===== src/rtl/assert_macros.svh =====
// Assertion macros shared by the RTL of the I2C register access master.
// No dependencies; files that assert include this header by its bare name.
`ifndef ASSERT_MACROS_SVH
`define ASSERT_MACROS_SVH

`ifndef SYNTHESIS
// Property must hold at every clock edge outside reset.
`define I2CM_ASSERT(lbl, clk, rst_n, prop, msg) \
    lbl: assert property (@(posedge clk) disable iff (!rst_n) (prop)) else $error(msg);
// Condition must never be seen at a clock edge outside reset.
`define I2CM_NEVER(lbl, clk, rst_n, cond, msg) \
    lbl: assert property (@(posedge clk) disable iff (!rst_n) !(cond)) else $error(msg);
`else
`define I2CM_ASSERT(lbl, clk, rst_n, prop, msg)
`define I2CM_NEVER(lbl, clk, rst_n, cond, msg)
`endif

`endif


===== src/rtl/i2cm_pkg.sv =====
// Shared types and constants of the I2C register access master.
// No dependencies; used by i2cm_seq and i2c_master_register_access.
package i2cm_pkg;

    localparam int COUNT_BITS = 8;
    localparam int HALF_BITS  = 16;
    localparam int CFG_INDEX_BITS = 1;

    localparam logic [CFG_INDEX_BITS-1:0] CFG_WRITE_HALF = 1'b0;
    localparam logic [CFG_INDEX_BITS-1:0] CFG_READ_HALF  = 1'b1;

    localparam logic [HALF_BITS-1:0] HALF_RESET = 16'd5;

    localparam logic [7:0] ADDR_WRITE_MASK = 8'hFE;
    localparam logic [7:0] ADDR_READ_BIT   = 8'h01;

    typedef enum logic [4:0] {
        PH_IDLE        = 5'd0,
        PH_ST_SDA_LOW  = 5'd1,
        PH_ST_SCL_LOW  = 5'd2,
        PH_RS_SDA_HIGH = 5'd3,
        PH_RS_SCL_HIGH = 5'd4,
        PH_RS_SDA_LOW  = 5'd5,
        PH_RS_SCL_LOW  = 5'd6,
        PH_ADDRW_LOW   = 5'd7,
        PH_ADDRW_HIGH  = 5'd8,
        PH_REG_LOW     = 5'd9,
        PH_REG_HIGH    = 5'd10,
        PH_ADDRR_LOW   = 5'd11,
        PH_ADDRR_HIGH  = 5'd12,
        PH_DATA_LOW    = 5'd13,
        PH_DATA_HIGH   = 5'd14,
        PH_RX_LOW      = 5'd15,
        PH_RX_HIGH     = 5'd16,
        PH_SP_SDA_LOW  = 5'd17,
        PH_SP_SCL_HIGH = 5'd18,
        PH_SP_SDA_HIGH = 5'd19
    } t_phase;

    // One tick of input: command fields plus the sampled SDA level.
    typedef struct packed {
        logic       cmd_valid;
        logic       opcode;
        logic [7:0] device_address;
        logic [7:0] register_address;
        logic [7:0] byte_total;
        logic [7:0] write_byte_in;
        logic       sda_in;
    } t_cmd;

    // One tick of result.
    typedef struct packed {
        logic       scl_out;
        logic       sda_out;
        logic       sda_drive_enable;
        logic       busy_res;
        logic       data_request;
        logic [7:0] read_byte_out;
        logic       read_valid;
        logic       done_res;
        logic [7:0] bytes_done;
    } t_result;

endpackage


===== src/rtl/i2cm_seq.sv =====
// Bus sequencer of the I2C register access master: phase state, bit and
// byte counters, half-period timer and per-tick pin/result logic. Uses i2cm_pkg.
`include "assert_macros.svh"

module i2cm_seq (
    input  logic                                  i_clk,
    input  logic                                  i_rst_n,
    input  logic                                  i_step,
    input  i2cm_pkg::t_cmd                        i_cmd,
    input  logic [i2cm_pkg::HALF_BITS-1:0]        i_wr_half,
    input  logic [i2cm_pkg::HALF_BITS-1:0]        i_rd_half,
    output i2cm_pkg::t_result                     o_res
);
    import i2cm_pkg::*;

    t_phase                r_phase,    n_phase;
    logic [3:0]            r_bit_idx,  n_bit_idx;
    logic [7:0]            r_shift,    n_shift;
    logic [COUNT_BITS-1:0] r_byte_cnt, n_byte_cnt;
    logic [HALF_BITS-1:0]  r_delay,    n_delay;
    logic                  r_op,       n_op;
    logic [7:0]            r_dev,      n_dev;
    logic [7:0]            r_reg,      n_reg;
    logic [7:0]            r_total,    n_total;

    logic                  w_rx;
    logic [HALF_BITS-1:0]  w_len;
    logic [HALF_BITS-1:0]  w_len1;
    logic [HALF_BITS:0]    w_delay_p1;
    logic                  w_hit;
    logic [HALF_BITS-1:0]  w_delay_nx;
    logic [COUNT_BITS-1:0] w_total_m;
    logic [COUNT_BITS-1:0] w_tot;
    logic [COUNT_BITS-1:0] w_cnt_inc;
    logic                  w_bit_data;
    logic                  w_tx_bit;
    logic [7:0]            w_rx_shift;

    // Half-period timer: a zero register value acts as one.
    assign w_rx       = (r_phase == PH_RX_LOW) || (r_phase == PH_RX_HIGH);
    assign w_len      = w_rx ? i_rd_half : i_wr_half;
    assign w_len1     = (w_len == '0) ? HALF_BITS'(1) : w_len;
    assign w_delay_p1 = {1'b0, r_delay} + (HALF_BITS + 1)'(1);
    assign w_hit      = w_delay_p1 >= {1'b0, w_len1};
    assign w_delay_nx = w_hit ? '0 : w_delay_p1[HALF_BITS-1:0];

    // Byte total, zero acts as one.
    assign w_total_m  = COUNT_BITS'(r_total);
    assign w_tot      = (w_total_m == '0) ? COUNT_BITS'(1) : w_total_m;
    assign w_cnt_inc  = r_byte_cnt + COUNT_BITS'(1);

    assign w_bit_data = ~r_bit_idx[3];
    assign w_tx_bit   = r_shift[~r_bit_idx[2:0]];
    assign w_rx_shift = {r_shift[6:0], i_cmd.sda_in};

    // Next state
    always_comb begin
        n_phase    = r_phase;
        n_bit_idx  = r_bit_idx;
        n_shift    = r_shift;
        n_byte_cnt = r_byte_cnt;
        n_delay    = r_delay;
        n_op       = r_op;
        n_dev      = r_dev;
        n_reg      = r_reg;
        n_total    = r_total;
        case (r_phase)
            PH_IDLE: begin
                if (i_cmd.cmd_valid) begin
                    n_op       = i_cmd.opcode;
                    n_dev      = i_cmd.device_address;
                    n_reg      = i_cmd.register_address;
                    n_total    = i_cmd.byte_total;
                    n_byte_cnt = '0;
                    n_bit_idx  = '0;
                    n_delay    = '0;
                    n_phase    = PH_ST_SDA_LOW;
                end
            end
            PH_ST_SDA_LOW:  n_phase = PH_ST_SCL_LOW;
            PH_ST_SCL_LOW: begin
                n_phase   = PH_ADDRW_LOW;
                n_shift   = r_dev & ADDR_WRITE_MASK;
                n_bit_idx = '0;
                n_delay   = '0;
            end
            PH_RS_SDA_HIGH: n_phase = PH_RS_SCL_HIGH;
            PH_RS_SCL_HIGH: n_phase = PH_RS_SDA_LOW;
            PH_RS_SDA_LOW:  n_phase = PH_RS_SCL_LOW;
            PH_RS_SCL_LOW: begin
                n_phase   = PH_ADDRR_LOW;
                n_shift   = r_dev | ADDR_READ_BIT;
                n_bit_idx = '0;
                n_delay   = '0;
            end
            PH_ADDRW_LOW: begin
                n_delay = w_delay_nx;
                if (w_hit) n_phase = PH_ADDRW_HIGH;
            end
            PH_REG_LOW: begin
                n_delay = w_delay_nx;
                if (w_hit) n_phase = PH_REG_HIGH;
            end
            PH_ADDRR_LOW: begin
                n_delay = w_delay_nx;
                if (w_hit) n_phase = PH_ADDRR_HIGH;
            end
            PH_DATA_LOW: begin
                n_delay = w_delay_nx;
                if (w_hit) n_phase = PH_DATA_HIGH;
            end
            PH_ADDRW_HIGH: begin
                n_delay = w_delay_nx;
                if (w_hit) begin
                    if (w_bit_data) begin
                        n_bit_idx = r_bit_idx + 4'd1;
                        n_phase   = PH_ADDRW_LOW;
                    end else if (i_cmd.sda_in) begin
                        n_phase = PH_SP_SDA_LOW;
                    end else begin
                        n_phase   = PH_REG_LOW;
                        n_shift   = r_reg;
                        n_bit_idx = '0;
                    end
                end
            end
            PH_REG_HIGH: begin
                n_delay = w_delay_nx;
                if (w_hit) begin
                    if (w_bit_data) begin
                        n_bit_idx = r_bit_idx + 4'd1;
                        n_phase   = PH_REG_LOW;
                    end else if (i_cmd.sda_in) begin
                        n_phase = PH_SP_SDA_LOW;
                    end else if (r_op) begin
                        n_phase   = PH_DATA_LOW;
                        n_shift   = i_cmd.write_byte_in;
                        n_bit_idx = '0;
                    end else begin
                        n_phase = PH_RS_SDA_HIGH;
                    end
                end
            end
            PH_ADDRR_HIGH: begin
                n_delay = w_delay_nx;
                if (w_hit) begin
                    if (w_bit_data) begin
                        n_bit_idx = r_bit_idx + 4'd1;
                        n_phase   = PH_ADDRR_LOW;
                    end else begin
                        // ACK of the read address is not checked
                        n_phase   = PH_RX_LOW;
                        n_shift   = '0;
                        n_bit_idx = '0;
                    end
                end
            end
            PH_DATA_HIGH: begin
                n_delay = w_delay_nx;
                if (w_hit) begin
                    if (w_bit_data) begin
                        n_bit_idx = r_bit_idx + 4'd1;
                        n_phase   = PH_DATA_LOW;
                    end else begin
                        // A NACKed byte still counts
                        n_byte_cnt = w_cnt_inc;
                        if (i_cmd.sda_in || (w_cnt_inc >= w_tot)) begin
                            n_phase = PH_SP_SDA_LOW;
                        end else begin
                            n_phase   = PH_DATA_LOW;
                            n_shift   = i_cmd.write_byte_in;
                            n_bit_idx = '0;
                        end
                    end
                end
            end
            PH_RX_LOW: begin
                n_delay = w_delay_nx;
                if (w_hit) n_phase = PH_RX_HIGH;
            end
            PH_RX_HIGH: begin
                n_delay = w_delay_nx;
                if (w_hit) begin
                    if (w_bit_data) begin
                        n_shift   = w_rx_shift;
                        n_bit_idx = r_bit_idx + 4'd1;
                        n_phase   = PH_RX_LOW;
                        if ((r_bit_idx == 4'd7) && (r_byte_cnt < w_tot)) begin
                            n_byte_cnt = w_cnt_inc;
                        end
                    end else if (r_byte_cnt >= w_tot) begin
                        n_phase = PH_SP_SDA_LOW;
                    end else begin
                        n_phase   = PH_RX_LOW;
                        n_shift   = '0;
                        n_bit_idx = '0;
                    end
                end
            end
            PH_SP_SDA_LOW:  n_phase = PH_SP_SCL_HIGH;
            PH_SP_SCL_HIGH: n_phase = PH_SP_SDA_HIGH;
            PH_SP_SDA_HIGH: n_phase = PH_IDLE;
            default: begin
                n_phase = PH_IDLE;
                n_delay = '0;
            end
        endcase
    end

    // Outputs of this tick
    always_comb begin
        o_res                  = '0;
        o_res.scl_out          = 1'b1;
        o_res.sda_out          = 1'b1;
        o_res.sda_drive_enable = 1'b1;
        o_res.busy_res         = (r_phase != PH_IDLE);
        case (r_phase)
            PH_IDLE: ;
            PH_ST_SDA_LOW: o_res.sda_out = 1'b0;
            PH_ST_SCL_LOW: begin
                o_res.scl_out = 1'b0;
                o_res.sda_out = 1'b0;
            end
            PH_RS_SDA_HIGH: o_res.scl_out = 1'b0;
            PH_RS_SCL_HIGH: ;
            PH_RS_SDA_LOW:  o_res.sda_out = 1'b0;
            PH_RS_SCL_LOW: begin
                o_res.scl_out = 1'b0;
                o_res.sda_out = 1'b0;
            end
            PH_ADDRW_LOW, PH_REG_LOW, PH_ADDRR_LOW, PH_DATA_LOW,
            PH_ADDRW_HIGH, PH_REG_HIGH, PH_ADDRR_HIGH, PH_DATA_HIGH: begin
                o_res.scl_out = ~r_phase[0];
                if (w_bit_data) begin
                    o_res.sda_out = w_tx_bit;
                end else begin
                    o_res.sda_out          = 1'b0;
                    o_res.sda_drive_enable = 1'b0;
                end
                if ((r_phase == PH_REG_HIGH) && w_hit && !w_bit_data
                        && !i_cmd.sda_in && r_op) begin
                    o_res.data_request = 1'b1;
                end
                if ((r_phase == PH_DATA_HIGH) && w_hit && !w_bit_data
                        && !i_cmd.sda_in && (w_cnt_inc < w_tot)) begin
                    o_res.data_request = 1'b1;
                end
            end
            PH_RX_LOW, PH_RX_HIGH: begin
                o_res.scl_out = (r_phase == PH_RX_HIGH);
                if (w_bit_data) begin
                    o_res.sda_out          = 1'b0;
                    o_res.sda_drive_enable = 1'b0;
                end else begin
                    // ACK all but the last byte
                    o_res.sda_out = (r_byte_cnt >= w_tot);
                end
                if ((r_phase == PH_RX_HIGH) && w_hit && (r_bit_idx == 4'd7)) begin
                    o_res.read_valid    = 1'b1;
                    o_res.read_byte_out = w_rx_shift;
                end
            end
            PH_SP_SDA_LOW: begin
                o_res.scl_out = 1'b0;
                o_res.sda_out = 1'b0;
            end
            PH_SP_SCL_HIGH: o_res.sda_out = 1'b0;
            PH_SP_SDA_HIGH: begin
                o_res.done_res   = 1'b1;
                o_res.bytes_done = 8'(r_byte_cnt);
            end
            default: o_res.busy_res = 1'b0;
        endcase
    end

    always_ff @(posedge i_clk) begin
        if (!i_rst_n) begin
            r_phase    <= PH_IDLE;
            r_bit_idx  <= '0;
            r_shift    <= '0;
            r_byte_cnt <= '0;
            r_delay    <= '0;
            r_op       <= 1'b0;
            r_dev      <= '0;
            r_reg      <= '0;
            r_total    <= '0;
        end else if (i_step) begin
            r_phase    <= n_phase;
            r_bit_idx  <= n_bit_idx;
            r_shift    <= n_shift;
            r_byte_cnt <= n_byte_cnt;
            r_delay    <= n_delay;
            r_op       <= n_op;
            r_dev      <= n_dev;
            r_reg      <= n_reg;
            r_total    <= n_total;
        end
    end

    `I2CM_ASSERT(a_hold_without_step, i_clk, i_rst_n, !i_step |=> ($stable(r_phase) && $stable(r_delay) && $stable(r_byte_cnt)), "sequencer moved without a tick")
    `I2CM_ASSERT(a_idle_waits, i_clk, i_rst_n, (i_step && (r_phase == PH_IDLE) && !i_cmd.cmd_valid) |=> (r_phase == PH_IDLE), "left idle without a command")
    `I2CM_ASSERT(a_done_to_idle, i_clk, i_rst_n, (i_step && o_res.done_res) |=> (r_phase == PH_IDLE), "done without return to idle")
    `I2CM_NEVER(a_count_bound, i_clk, i_rst_n, (r_byte_cnt > w_tot) || (r_bit_idx > 4'd8), "byte or bit count past its limit")

endmodule


===== src/rtl/i2c_master_register_access.sv =====
// Top level of the I2C register access master: stream ports, configuration
// registers and result register around i2cm_seq. Uses i2cm_pkg.
//
// Usage: every word on the s_axis channel is one clock tick of the I2C bus
// sequencer. It carries the command fields (only looked at while idle), the
// next write data byte and the sampled SDA level. Each accepted word yields
// exactly one word on m_axis: SCL/SDA drive levels, SDA drive enable, busy,
// data request, received byte with its strobe, and done with the byte count.
// A register write sends START, address, register byte and data bytes; a
// register read adds a repeated START and receives bytes. Every transaction
// ends with STOP.
// Latency: the result word of a tick is presented the cycle after the tick is
// accepted. Throughput: one word per cycle; a word is taken while the result
// register is empty or being drained, so the sequencer and the output register
// form a two-stage pipe that never inserts bubbles.
// Stall: while m_axis_tready is low and a result is held, s_axis_tready drops
// and the bus state holds; no tick is lost or repeated.
// Reset (i_rst_n low, synchronous): sequencer goes idle, counters clear, both
// half-period registers return to 5, the result register empties.
// Configuration: i_cfg_we writes register i_cfg_index (0 write half period,
// 1 read half period); write only while no transaction is running.

module i2c_master_register_access (
    input  logic                                     i_clk,
    input  logic                                     i_rst_n,
    input  logic                                     s_axis_tvalid,
    output logic                                     s_axis_tready,
    // [0] cmd_valid, [8:1] device_address, [16:9] register_address,
    // [24:17] byte_total, [32:25] write_byte_in, [33] sda_in, [39:34] zero
    input  logic [39:0]                              s_axis_tdata,
    // [0] opcode
    input  logic [0:0]                               s_axis_tuser,
    output logic                                     m_axis_tvalid,
    input  logic                                     m_axis_tready,
    // [0] scl_out, [1] sda_out, [2] sda_drive_enable, [3] busy_res,
    // [4] data_request, [12:5] read_byte_out, [13] read_valid,
    // [14] done_res, [22:15] bytes_done, [23] zero
    output logic [23:0]                              m_axis_tdata,
    input  logic                                     i_cfg_we,
    input  logic [i2cm_pkg::CFG_INDEX_BITS-1:0]      i_cfg_index,
    input  logic [i2cm_pkg::HALF_BITS-1:0]           i_cfg_data
);
    import i2cm_pkg::*;

    logic [HALF_BITS-1:0] r_wr_half;
    logic [HALF_BITS-1:0] r_rd_half;
    logic                 r_out_valid;
    t_result              r_out;

    logic    w_step;
    t_cmd    w_cmd;
    t_result w_res;

    // Unpack the input word
    assign w_cmd.cmd_valid        = s_axis_tdata[0];
    assign w_cmd.opcode           = s_axis_tuser[0];
    assign w_cmd.device_address   = s_axis_tdata[8:1];
    assign w_cmd.register_address = s_axis_tdata[16:9];
    assign w_cmd.byte_total       = s_axis_tdata[24:17];
    assign w_cmd.write_byte_in    = s_axis_tdata[32:25];
    assign w_cmd.sda_in           = s_axis_tdata[33];

    // Take a word whenever the result slot is free or draining this cycle
    assign s_axis_tready = !r_out_valid || m_axis_tready;
    assign w_step        = s_axis_tvalid && s_axis_tready;

    i2cm_seq u_seq (
        .i_clk     (i_clk),
        .i_rst_n   (i_rst_n),
        .i_step    (w_step),
        .i_cmd     (w_cmd),
        .i_wr_half (r_wr_half),
        .i_rd_half (r_rd_half),
        .o_res     (w_res)
    );

    // Configuration registers
    always_ff @(posedge i_clk) begin
        if (!i_rst_n) begin
            r_wr_half <= HALF_RESET;
            r_rd_half <= HALF_RESET;
        end else if (i_cfg_we) begin
            case (i_cfg_index)
                CFG_WRITE_HALF: r_wr_half <= i_cfg_data;
                CFG_READ_HALF:  r_rd_half <= i_cfg_data;
                default: ;
            endcase
        end
    end

    // Result register: fill on a tick, empty when taken without a new tick
    always_ff @(posedge i_clk) begin
        if (!i_rst_n) begin
            r_out_valid <= 1'b0;
        end else if (w_step) begin
            r_out_valid <= 1'b1;
        end else if (m_axis_tready) begin
            r_out_valid <= 1'b0;
        end
    end

    always_ff @(posedge i_clk) begin
        if (w_step) begin
            r_out <= w_res;
        end
    end

    // Pack the result word
    assign m_axis_tvalid       = r_out_valid;
    assign m_axis_tdata[0]     = r_out.scl_out;
    assign m_axis_tdata[1]     = r_out.sda_out;
    assign m_axis_tdata[2]     = r_out.sda_drive_enable;
    assign m_axis_tdata[3]     = r_out.busy_res;
    assign m_axis_tdata[4]     = r_out.data_request;
    assign m_axis_tdata[12:5]  = r_out.read_byte_out;
    assign m_axis_tdata[13]    = r_out.read_valid;
    assign m_axis_tdata[14]    = r_out.done_res;
    assign m_axis_tdata[22:15] = r_out.bytes_done;
    assign m_axis_tdata[23]    = 1'b0;

endmodule


===== config.mk =====
export PLATFORM = sky130hd
export DESIGN_NAME = i2c_master_register_access
export DESIGN_NICKNAME = d
export VERILOG_FILES = /design/src/rtl/i2cm_pkg.sv /design/src/rtl/i2cm_seq.sv /design/src/rtl/i2c_master_register_access.sv
export VERILOG_INCLUDE_DIRS = /design/src /design/src/rtl
export SDC_FILE = /design/constraint.sdc
export NUM_CORES = 1
export LEC_CHECK = 0
export BUFFER_PORTS_ARGS = -buffer_cell sky130_fd_sc_hd__buf_4
export CAP_MARGIN = 20
export CORE_MARGIN = 2
export CORE_UTILIZATION = 63
export DETAILED_ROUTE_END_ITERATION = 8
export PLACE_DENSITY = 0.86
export SLEW_MARGIN = 20
export SYNTH_ARGS = -nofsm -noshare
export SYNTH_HDL_FRONTEND = slang
export SYNTH_HIERARCHICAL = 1
export SYNTH_SLANG_ARGS = --single-unit

===== constraint.sdc =====
create_clock -name i_clk -period 8.5 [get_ports i_clk]
set_clock_uncertainty 0.1 [all_clocks]
set_input_delay 1.7 -clock i_clk [delete_from_list [all_inputs] [get_ports i_clk]]
set_output_delay 1.7 -clock i_clk [all_outputs]
set_load 0.02 [all_outputs]

==> results of run 1 <==
cells by family (layout without fill, tap and decap cells):
kind of cell	count (synthesis)	in the layout	synth area share, %
AND/OR/NAND/NOR	324	324	22.5
AO/OA/AOI/OAI	157	157	15.8
flip-flops	121	121	38.7
buffers and inverters	72	145	4.78
multiplexers	56	56	8.56
adder cells (fa/ha/maj)	36	36	6.57
XOR/XNOR	23	23	2.94
other	1	1	0.0547
worst register-to-register path, stage by stage, from the launching register on:
cell and delay, ps:
dfxtp_1 810, or4b_4 590, o22ai_4 710, mux2i_1 490, nand4_1 160, or4_1 530, nand2_1 110, ha_1 250
inv_1 70, a21oi_1 60, o311a_1 330, nand4b_1 390, o21ai_0 580, and2_1 450, mux2i_1 270
Yosys cell counts (15+ instances only):
master	number
nand2_1	154
dfxtp_1	98
a21oi_1	53
mux2i_1	53
nor2_1	51
ha_1	36
inv_1	30
clkbuf_1	25
edfxtp_1	23
nand3_1	22
o21ai_0	21
and2_1	20
nand2b_1	17
nand4_1	15
cells in the final DEF, fill, tap and decap left out, types with 22 or more instances in the layout:
| cell | n |
|---|---|
| buf_4 | 82 |
| a21oi_1 | 53 |
| nor2_1 | 51 |
| dfxtp_1 | 98 |
| nand2_1 | 154 |
| mux2i_1 | 53 |
| nand3_1 | 22 |
| inv_1 | 29 |
| edfxtp_1 | 23 |
| ha_1 | 36 |
final timing paths:
kind                                                          to  slack (ps)                           from  cells after the start
worst max register to register  u_seq/r_byte_cnt[6]$_SDFFE_PN0P_        2500  u_seq/r_phase[4]$_SDFFE_PN0P_                     14
worst min-delay path               u_seq/r_total[2]$_SDFFE_PN0P_         360  u_seq/r_total[2]$_SDFFE_PN0P_                      2
worst max-delay path            u_seq/r_byte_cnt[6]$_SDFFE_PN0P_        2500  u_seq/r_phase[4]$_SDFFE_PN0P_                     14
worst min register to register     u_seq/r_total[2]$_SDFFE_PN0P_         360  u_seq/r_total[2]$_SDFFE_PN0P_                      2
stage by stage:
stage | instance area [um^2] | utilization (%) | hold slack (ps) | std cells
6_report | 7990 | 74.4 | 361 | 1003
2_1_floorplan | 6850 | - | 334 | 790
4_1_cts | 7990 | 74.4 | 358 | 1003
5_1_grt | 7990 | 74.4 | 370 | 1003
3_5_place_dp | 7430 | 69.2 | 351 | 971
3_3_place_gp | 7430 | 69.2 | 343 | 971
final cells by class:
type                            instances  area, um^2
Timing Repair Buffer                   82         616
Fill cell                             750        2750
Clock inverter                         11         123
Multi-Input combinational cell        597        3870
Tap cell                              140         175
Clock buffer                           21         439
Sequential cell                       121        2650
Inverter                               31         116
routing by layer:
layer / vias up / wire (um) / global-route usage [%]
li1: 2939 / - / -
met4: 0 / 376 / 11.4
met5: - / 0 / 0
met3: 45 / 1420 / 5.85
met1: 2948 / 7180 / 39.6
met2: 310 / 8670 / 52.2
power by group:
group | internal (mW) | total, mW | switching [mW]
Sequential | 0.640 | 0.713 | 0.0726
Combinational | 0.215 | 0.560 | 0.346
Clock | 0.425 | 0.684 | 0.260
Total | 1.28 | 1.96 | 0.678
==> flow_metrics.py, run 1 <==
metrics = {
    "outcome": {
        "outcome": "finished, final reports clean",
    },
    "critical_path": {
        "cp_slowest_cell": "dfxtp_1",
        "timing.critical_path.to_type": "register",
        "setup.worst_path.class": "register to register",
        "critical-path-top-delay-family": "simple AND/OR/NAND/NOR gates",
        "critPathMostFrequentCell": "mux2i_1",
        "worst-path-buf-inv": 1,
        "critPathMaxStageDelay_ps": 810,
        "crit_fanout": 22,
        "start_kind": "register",
        "critical_path_required_ps": 8840,
        "cp_cell_sequence": "or4b_4, o22ai_4, mux2i_1, nand4_1, or4_1, nand2_1, ha_1, inv_1, a21oi_1, o311a_1, nand4b_1, o21ai_0, and2_1, mux2i_1",
        "arrival_ps": 6330,
    },
    "cts": {
        "h_tree_depth": 4,
        "clk_pin_slew_ps": 60,
        "clock_insertion_delay_worst_skew_ps": 520,
        "cts_tree": "built",
        "cts-resized-gates": 0,
        "clock_tree.buffer_depth": 2,
        "cts_post_setup_buffers_inserted": 0,
        "cts_hold_repair.buffers": 0,
        "clock-root-buffer": "clkbuf_8",
        "cts_inserted_buffers": 17,
        "clock_sinks": 121,
    },
    "logic_synthesis": {
        "postSynth.asyncResetShare_pct": 0,
        "synth_area_mm2": 0.00685,
        "synth_cells": 790,
        "syn_avg_cell_area_um2": 8.67,
        "synth_top_flop_cell": "dfxtp_1",
        "synth_area_leaders": "dfxtp_1, edfxtp_1, nand2_1",
        "ys_types": 73,
        "synthDominantCellAreaShare_pct": 28.6,
        "synthDominantAreaCellType": "dfxtp_1",
        "synth_enable_flop_cells": 23,
        "proportion_of_synthesized_chip_area_in_sequential_cells_pct": 38.7,
        "synthesis.yosys.warnings": 6,
        "synth.net_count": 889,
        "synth.ff_latch_count": 121,
    },
    "global_routing": {
        "grt_max_degree": 79,
        "grt_pass1_wl_mm": 28.7,
        "grtUsageTotal_pct": 31.0,
        "antenna_found_initial": 0,
        "number_of_global_route_vias_before_repair": 6068,
        "grt_overflow_total": 0,
    },
    "power": {
        "leakage_power_nw": 3.27,
        "power_per_cell_area_mw_per_mm2": 245,
        "power_mw": 1.96,
        "vdd_drop_max_v": 0.000148,
    },
    "die": {
        "placementRows": 38,
        "chipHeight_um": 108,
        "io_pins": 89,
        "start_util_pct": 63.8,
        "floorplan.die_area_mm2": 0.0117,
        "floorplan_die_width_um": 108,
        "placeableCoreArea_mm2": 0.0107,
    },
    "placement": {
        "port_buffers": 80,
        "gp_congestion": 0.946,
        "placement_setup_slack_ps": 2750,
        "dp_hpwl_mm": 12.2,
    },
    "finish": {
        "synth_to_layout_area_growth_pct": 16.7,
        "insertedDiodeCount": 0,
        "final_nets": 949,
        "share_of_final_layout_standard_cells_stronger_than_drive_strength_1_pct": 15.1,
        "largest_register_ffs": 23,
    },
    "routing": {
        "detail_route.drc_violations": 0,
        "vias": 6242,
        "avgRoutedWirePerCell_um": 17.6,
        "drt_pass1_iterations": 7,
        "initialDrtViolationCount": 554,
        "vias_per_cell": 6.22,
        "ant_nets": 0,
        "drt-total-wl_mm": 17.6,
    },
    "sta": {
        "worst_slew_pin_slew_ps": 978,
        "final_period_minus_worst_setup_slack_ps": 6000,
        "timing.final.ws_setup_ps": 2500,
        "timing_max_transition_violations_final": 0,
        "final_setup_tns_ps": 0,
        "maxSlewHeadroom_pct": 34.4,
        "achievable-frequency_ghz": 0.167,
        "finalSetupViolations": 0,
        "finalHoldViolCount": 0,
        "timing.final.crit_share_pct": 70.6,
        "rsz_0062_raised_after_global_routing": "false",
    },
    "job": {
        "max_cap_viol_count": 0,
    },
    "min_path": {
        "hp-class": "register to register",
    },
}
Note: power is estimated with default switching activity, not from simulation.
==> run 2, diff against run 1 <==
Settings changed: CORE_UTILIZATION 63 to 58, PLACE_DENSITY 0.86 to 0.8.
Clock period 8.5 ns to 5.6 ns, I/O delays scaled along.
==> run 2 against run 1 <==
  * Die area rose by 8.3%
  * Global-route usage fell by 2.8 points
  * Fmax rose by 18%
  * First-iteration DRC count rose by 3.6%
  * Critical endpoint is now u_seq/r_shift[7]$_SDFFE_PN0P_
  * Highest routed layer unchanged
==> flow_metrics.py, run 2 (synthesized netlist as in run 1, its figures left out) <==
metrics = {
    "routing": {
        "drt-total-wl_mm": 17.5,
        "initialDrtViolationCount": 574,
        "drt_pass1_iterations": 8,
        "ant_nets": 0,
        "vias": 6141,
        "detail_route.drc_violations": 0,
        "avgRoutedWirePerCell_um": 17.3,
        "vias_per_cell": 6.06,
    },
    "power": {
        "vdd_drop_max_v": 0.000287,
        "power.share.sequential_pct": 33.2,
        "switching_share_pct": 33.8,
        "power.share.clock_pct": 37.1,
        "power_per_cell_area_mw_per_mm2": 384,
        "combPwrFrac_pct": 29.8,
        "leakage_power_nw": 3.33,
        "total_switching_power_mw": 1.05,
        "cell_internal_pwr_mw": 2.06,
    },
    "finish": {
        "insertedDiodeCount": 0,
        "post-route-cell-area_mm2": 0.00812,
        "final_nets": 956,
        "share_of_final_layout_standard_cells_stronger_than_drive_strength_1_pct": 15.7,
        "mostFrequentLayoutCells": "nand2_1, dfxtp_1, buf_4",
        "synth_to_layout_area_growth_pct": 18.6,
        "largest_register_ffs": 23,
        "layout_commonest_cell": "nand2_1",
    },
    "critical_path": {
        "critPathMaxStageDelay_ps": 660,
        "crit_fanout": 13,
        "timing.critical_path.to_type": "register",
        "r2r_setup_slack_ps": 500,
        "cp_slowest_cell": "o22ai_1",
        "start_kind": "register",
        "arrival_ps": 5340,
        "setup.worst_path.class": "register to register",
        "cp_cell_sequence": "or4b_4, o22ai_4, mux2i_1, nand4_1, or4_1, nand2_1, ha_1, inv_1, a21oi_1, o311a_1, nand4b_1, o22ai_1, o31ai_1, nor2_1",
        "critical-path-top-delay-family": "simple AND/OR/NAND/NOR gates",
        "worst-path-buf-inv": 1,
        "critical_path_required_ps": 5840,
    },
    "placement": {
        "gp_congestion": 0.923,
        "dp_hpwl_mm": 12.0,
        "dpl-instance-area_mm2": 0.00750,
        "port_buffers": 80,
    },
    "sta": {
        "final_setup_tns_ps": 0,
        "fin_hold_ws_ps": 355,
        "rsz_0062_raised_after_global_routing": "false",
        "timing.final.crit_share_pct": 91.1,
        "finalHoldViolCount": 0,
        "timing_max_transition_violations_final": 0,
        "achievable-frequency_ghz": 0.196,
        "maxSlewHeadroom_pct": 34.0,
        "finalSetupViolations": 0,
        "worst_slew_pin_slew_ps": 986,
        "final_period_minus_worst_setup_slack_ps": 5100,
    },
    "cts": {
        "clock_insertion_delay_worst_skew_ps": 430,
        "cts_inserted_buffers": 17,
        "clk_pin_slew_ps": 60,
        "clock-root-buffer": "clkbuf_16",
        "cts_hold_repair.buffers": 0,
        "clock_tree.buffer_depth": 2,
        "cts-resized-gates": 0,
        "clock_sinks": 121,
        "cts_post_setup_buffers_inserted": 0,
        "cts_tree": "built",
        "h_tree_depth": 4,
    },
    "die": {
        "floorplan_die_width_um": 113,
        "io_pins": 89,
        "placementRows": 39,
        "placeableCoreArea_mm2": 0.0115,
        "floorplan.die_area_mm2": 0.0127,
        "chipHeight_um": 113,
        "start_util_pct": 59.7,
    },
    "global_routing": {
        "grt_max_degree": 79,
        "grt_pass1_wl_mm": 28.6,
        "antenna_found_initial": 0,
        "grt_overflow_total": 0,
        "grtUsageTotal_pct": 28.2,
        "number_of_global_route_vias_before_repair": 6125,
    },
    "outcome": {
        "outcome": "finished, final reports clean",
    },
    "job": {
        "max_cap_viol_count": 0,
    },
    "min_path": {
        "hp-class": "register to register",
    },
}
[run 2: cell types whose count changed in the layout (fill, tap and decap cells not counted), moves of 2 or more]
cell	delta
buf_4	+6
clkinv_1	+2
clkbuf_1	-3
clkbuf_8	-2
clkinv_2	-3
bufinv_16	+2
[run 2: routing by layer]
layer	share of wire [%]	GRT usage, %	routed length (um)
met1	41	35.2	7270
met4	2.6	12.1	454
met2	49	46.3	8590
met3	7.0	7.29	1230
met5	0	0	0
[run 2: layout make-up]
cell class	instances	area (um^2)
clock buffer	17	425
clock inverter	15	198
timing repair buffer	89	681
inverter	31	116
tap	143	179
sequential	121	2650
multi-input combinational	597	3870
fill	849	3340
[run 2: power groups by stage]
stage	Combinational, mW	Sequential, mW	Clock [mW]
after global placement	0.867	1.04	0
after CTS	0.904	1.03	1.17
final	0.927	1.03	1.16
after detailed placement	0.894	1.05	0
after floorplan	0.651	1.05	0
after global routing	1.00	1.04	1.21
[run 2: stage by stage]
| stage | worst slack (ps) | util, % | cells | total power, mW |
|---|---|---|---|---|
| after floorplan | 1280 | - | 790 | 1.70 |
| after global placement | 840 | 65.4 | 981 | 1.91 |
| after detailed placement | 706 | 65.4 | 981 | 1.94 |
| after CTS | 684 | 70.8 | 1013 | 3.10 |
| after global routing | 260 | 70.8 | 1013 | 3.25 |
| final | 501 | 70.8 | 1013 | 3.12 |
[run 2: final timing paths]
| check | depth (start not counted) | end | startpoint |
|---|---|---|---|
| setup reg to reg | 14 | u_seq/r_shift[7]$_SDFFE_PN0P_ | u_seq/r_phase[1]$_SDFFE_PN0P_ |
| hold reg to reg | 2 | u_seq/r_total[7]$_SDFFE_PN0P_ | u_seq/r_total[7]$_SDFFE_PN0P_ |
| hold / removal | 2 | u_seq/r_total[7]$_SDFFE_PN0P_ | u_seq/r_total[7]$_SDFFE_PN0P_ |
| setup / recovery | 14 | u_seq/r_shift[7]$_SDFFE_PN0P_ | u_seq/r_phase[1]$_SDFFE_PN0P_ |
[run 2: worst min-delay path: stages (launching register included)]
cell,delay (ps)
dfxtp_1,310
nand2_1,50
a21oi_1,50
==> run 3, diff against run 2 <==
Settings changed: CORE_UTILIZATION 58 to 60, CTS_BUF_LIST set to sky130_fd_sc_hd__clkbuf_4 sky130_fd_sc_hd__clkbuf_8, PLACE_DENSITY 0.8 to 0.82.
==> run 3 against run 2 <==
  * Sequential share of layout area up 1.2 points
  * Register-to-register slack worse by 40 ps
  * Wire length down 1.9%
  * Design area down 3.4%
==> flow_metrics.py, run 3 (synthesized netlist as in run 1, its figures left out) <==
metrics = {
    "outcome": {
        "outcome": "finished, final reports clean",
    },
    "routing": {
        "drt_pass1_iterations": 8,
        "detail_route.drc_violations": 0,
        "vias_per_cell": 6.03,
        "initialDrtViolationCount": 377,
        "vias": 6108,
        "drt-total-wl_mm": 17.2,
        "avgRoutedWirePerCell_um": 17.0,
        "ant_nets": 0,
    },
    "finish": {
        "final_nets": 956,
        "mostFrequentLayoutCells": "nand2_1, dfxtp_1, buf_4",
        "fillerInstances": 905,
        "synth_to_layout_area_growth_pct": 14.5,
        "insertedDiodeCount": 0,
        "post-route-cell-area_mm2": 0.00784,
        "layout_commonest_cell": "nand2_1",
        "share_of_final_layout_standard_cells_stronger_than_drive_strength_1_pct": 16.1,
        "largest_register_ffs": 23,
    },
    "critical_path": {
        "critical-path-top-delay-family": "simple AND/OR/NAND/NOR gates",
        "r2r_cells": 16,
        "arrival_ps": 5420,
        "critPathMaxStageDelay_ps": 590,
        "r2r_setup_slack_ps": 460,
        "regToRegStartpoint": "u_seq/r_phase[1]$_SDFFE_PN0P_",
        "cp_slowest_cell": "or4b_4",
        "crit-reg2reg-capture": "u_seq/r_byte_cnt[7]$_SDFFE_PN0P_",
        "start_kind": "register",
        "setup.worst_path.class": "register to register",
        "timing.critical_path.to_type": "register",
        "cp_cell_sequence": "or4b_4, o22ai_4, buf_4, mux2i_1, nand4_1, or4_1, nand2_1, ha_1, inv_1, a21oi_1, o311a_1, nand4b_1, o21ai_0, buf_4, and2_1, mux2i_1",
        "worst-path-buf-inv": 3,
        "crit_fanout": 17,
        "critical_path_required_ps": 5880,
    },
    "global_routing": {
        "number_of_global_route_vias_before_repair": 6105,
        "grt_max_degree": 79,
        "grt_pass1_wl_mm": 28.6,
        "grtUsageTotal_pct": 28.6,
        "grt_overflow_total": 0,
        "antenna_found_initial": 0,
    },
    "die": {
        "chipHeight_um": 111,
        "placementRows": 39,
        "floorplan.die_area_mm2": 0.0123,
        "floorplan_die_width_um": 111,
        "io_pins": 89,
        "start_util_pct": 60.8,
        "placeableCoreArea_mm2": 0.0113,
    },
    "power": {
        "leakage_power_nw": 3.23,
        "power_per_cell_area_mw_per_mm2": 338,
        "vdd_drop_max_v": 0.000200,
    },
    "job": {
        "max_cap_viol_count": 0,
    },
    "cts": {
        "clock-root-buffer": "clkbuf_8",
        "cts_hold_repair.buffers": 0,
        "cts_tree": "built",
        "clock_tree.buffer_depth": 2,
        "clock_insertion_delay_worst_skew_ps": 460,
        "h_tree_depth": 4,
        "cts_inserted_buffers": 17,
        "cts-resized-gates": 0,
        "clk_pin_slew_ps": 70,
        "clock_sinks": 121,
        "cts_post_setup_buffers_inserted": 0,
    },
    "sta": {
        "rsz_0062_raised_after_global_routing": "false",
        "final_period_minus_worst_setup_slack_ps": 5140,
        "finalSetupViolations": 0,
        "maxSlewHeadroom_pct": 36.5,
        "timing_max_transition_violations_final": 0,
        "final_setup_tns_ps": 0,
        "worst_slew_pin_slew_ps": 950,
        "timing.final.crit_share_pct": 91.8,
        "achievable-frequency_ghz": 0.194,
        "finalHoldViolCount": 0,
    },
    "placement": {
        "dpl-instance-area_mm2": 0.00749,
        "port_buffers": 80,
        "gp_congestion": 0.950,
        "dp_hpwl_mm": 12.4,
    },
    "min_path": {
        "hold_path.startpoint": "u_seq/r_total[7]$_SDFFE_PN0P_",
        "whs_endpoint": "u_seq/r_total[7]$_SDFFE_PN0P_",
        "hp-class": "register to register",
        "hold_depth": 2,
    },
}
## run 3: cell count changes in the layout (fill, tap and decap cells not counted), sizes merged
cell / previous run / this run
clkinv: 6 / 7
bufinv: 4 / 1
clkinvlp: 3 / 1
inv: 33 / 32
clkbuf: 17 / 22
## run 3: metrics by stage
stage          hold slack [ps]  util, %  instances  setup WS (ps)  total power [mW]
5_1_grt                    380     69.6       1013            175              2.80
3_3_place_gp               344     66.4        981            687              1.90
4_1_cts                    356     69.6       1013            527              2.65
6_report                   356     69.6       1013            458              2.65
3_5_place_dp               347     66.4        981            566              1.93
2_1_floorplan              334        -        790           1280              1.70
## run 3: how the worst max path moves through the flow
stage | start | endpoint | slack, ps | cells after the start
2_1_floorplan | u_seq/r_phase[2]$_SDFFE_PN0P_ | u_seq/r_byte_cnt[0]$_SDFFE_PN0P_ | 1280 | 17
3_3_place_gp | u_seq/r_phase[1]$_SDFFE_PN0P_ | u_seq/r_byte_cnt[6]$_SDFFE_PN0P_ | 690 | 16
3_5_place_dp | u_seq/r_phase[1]$_SDFFE_PN0P_ | u_seq/r_byte_cnt[7]$_SDFFE_PN0P_ | 570 | 16
4_1_cts | u_seq/r_phase[1]$_SDFFE_PN0P_ | u_seq/r_byte_cnt[7]$_SDFFE_PN0P_ | 530 | 16
5_1_grt | u_seq/r_phase[1]$_SDFFE_PN0P_ | u_seq/r_byte_cnt[6]$_SDFFE_PN0P_ | 180 | 16
6_report | u_seq/r_phase[1]$_SDFFE_PN0P_ | u_seq/r_byte_cnt[7]$_SDFFE_PN0P_ | 460 | 16
## run 3: area by class of cell
class / instances / area [um^2] / area share, %
sequential: 121 / 2650 / 33.8
clock inverter: 10 / 78.8 / 1.00
multi-input combinational: 597 / 3870 / 49.4
clock buffer: 22 / 278 / 3.54
timing repair buffer: 89 / 668 / 8.52
tap: 143 / 179 / 2.28
inverter: 31 / 116 / 1.48
## run 3: routing by layer
| metal | track usage [%] | vias to the layer above | routed length [um] |
|---|---|---|---|
| met5 | 0 | - | 0 |
| met3 | 8.31 | 49 | 1090 |
| met1 | 35.1 | 2883 | 7270 |
| li1 | - | 2957 | - |
| met4 | 14.2 | 0 | 438 |
| met2 | 46.2 | 219 | 8410 |
## run 3: power breakdown
| group | switching, mW | internal (mW) | leakage (nW) |
|---|---|---|---|
| sequential | 0.0614 | 0.971 | 1.02 |
| clock | 0.339 | 0.375 | 0.194 |
| combinational | 0.566 | 0.342 | 2.01 |
## run 3: tightest hold or removal path: stages (launching register included)
cell and delay, ps:
dfxtp_1 310, nand2_1 50, a21oi_1 50
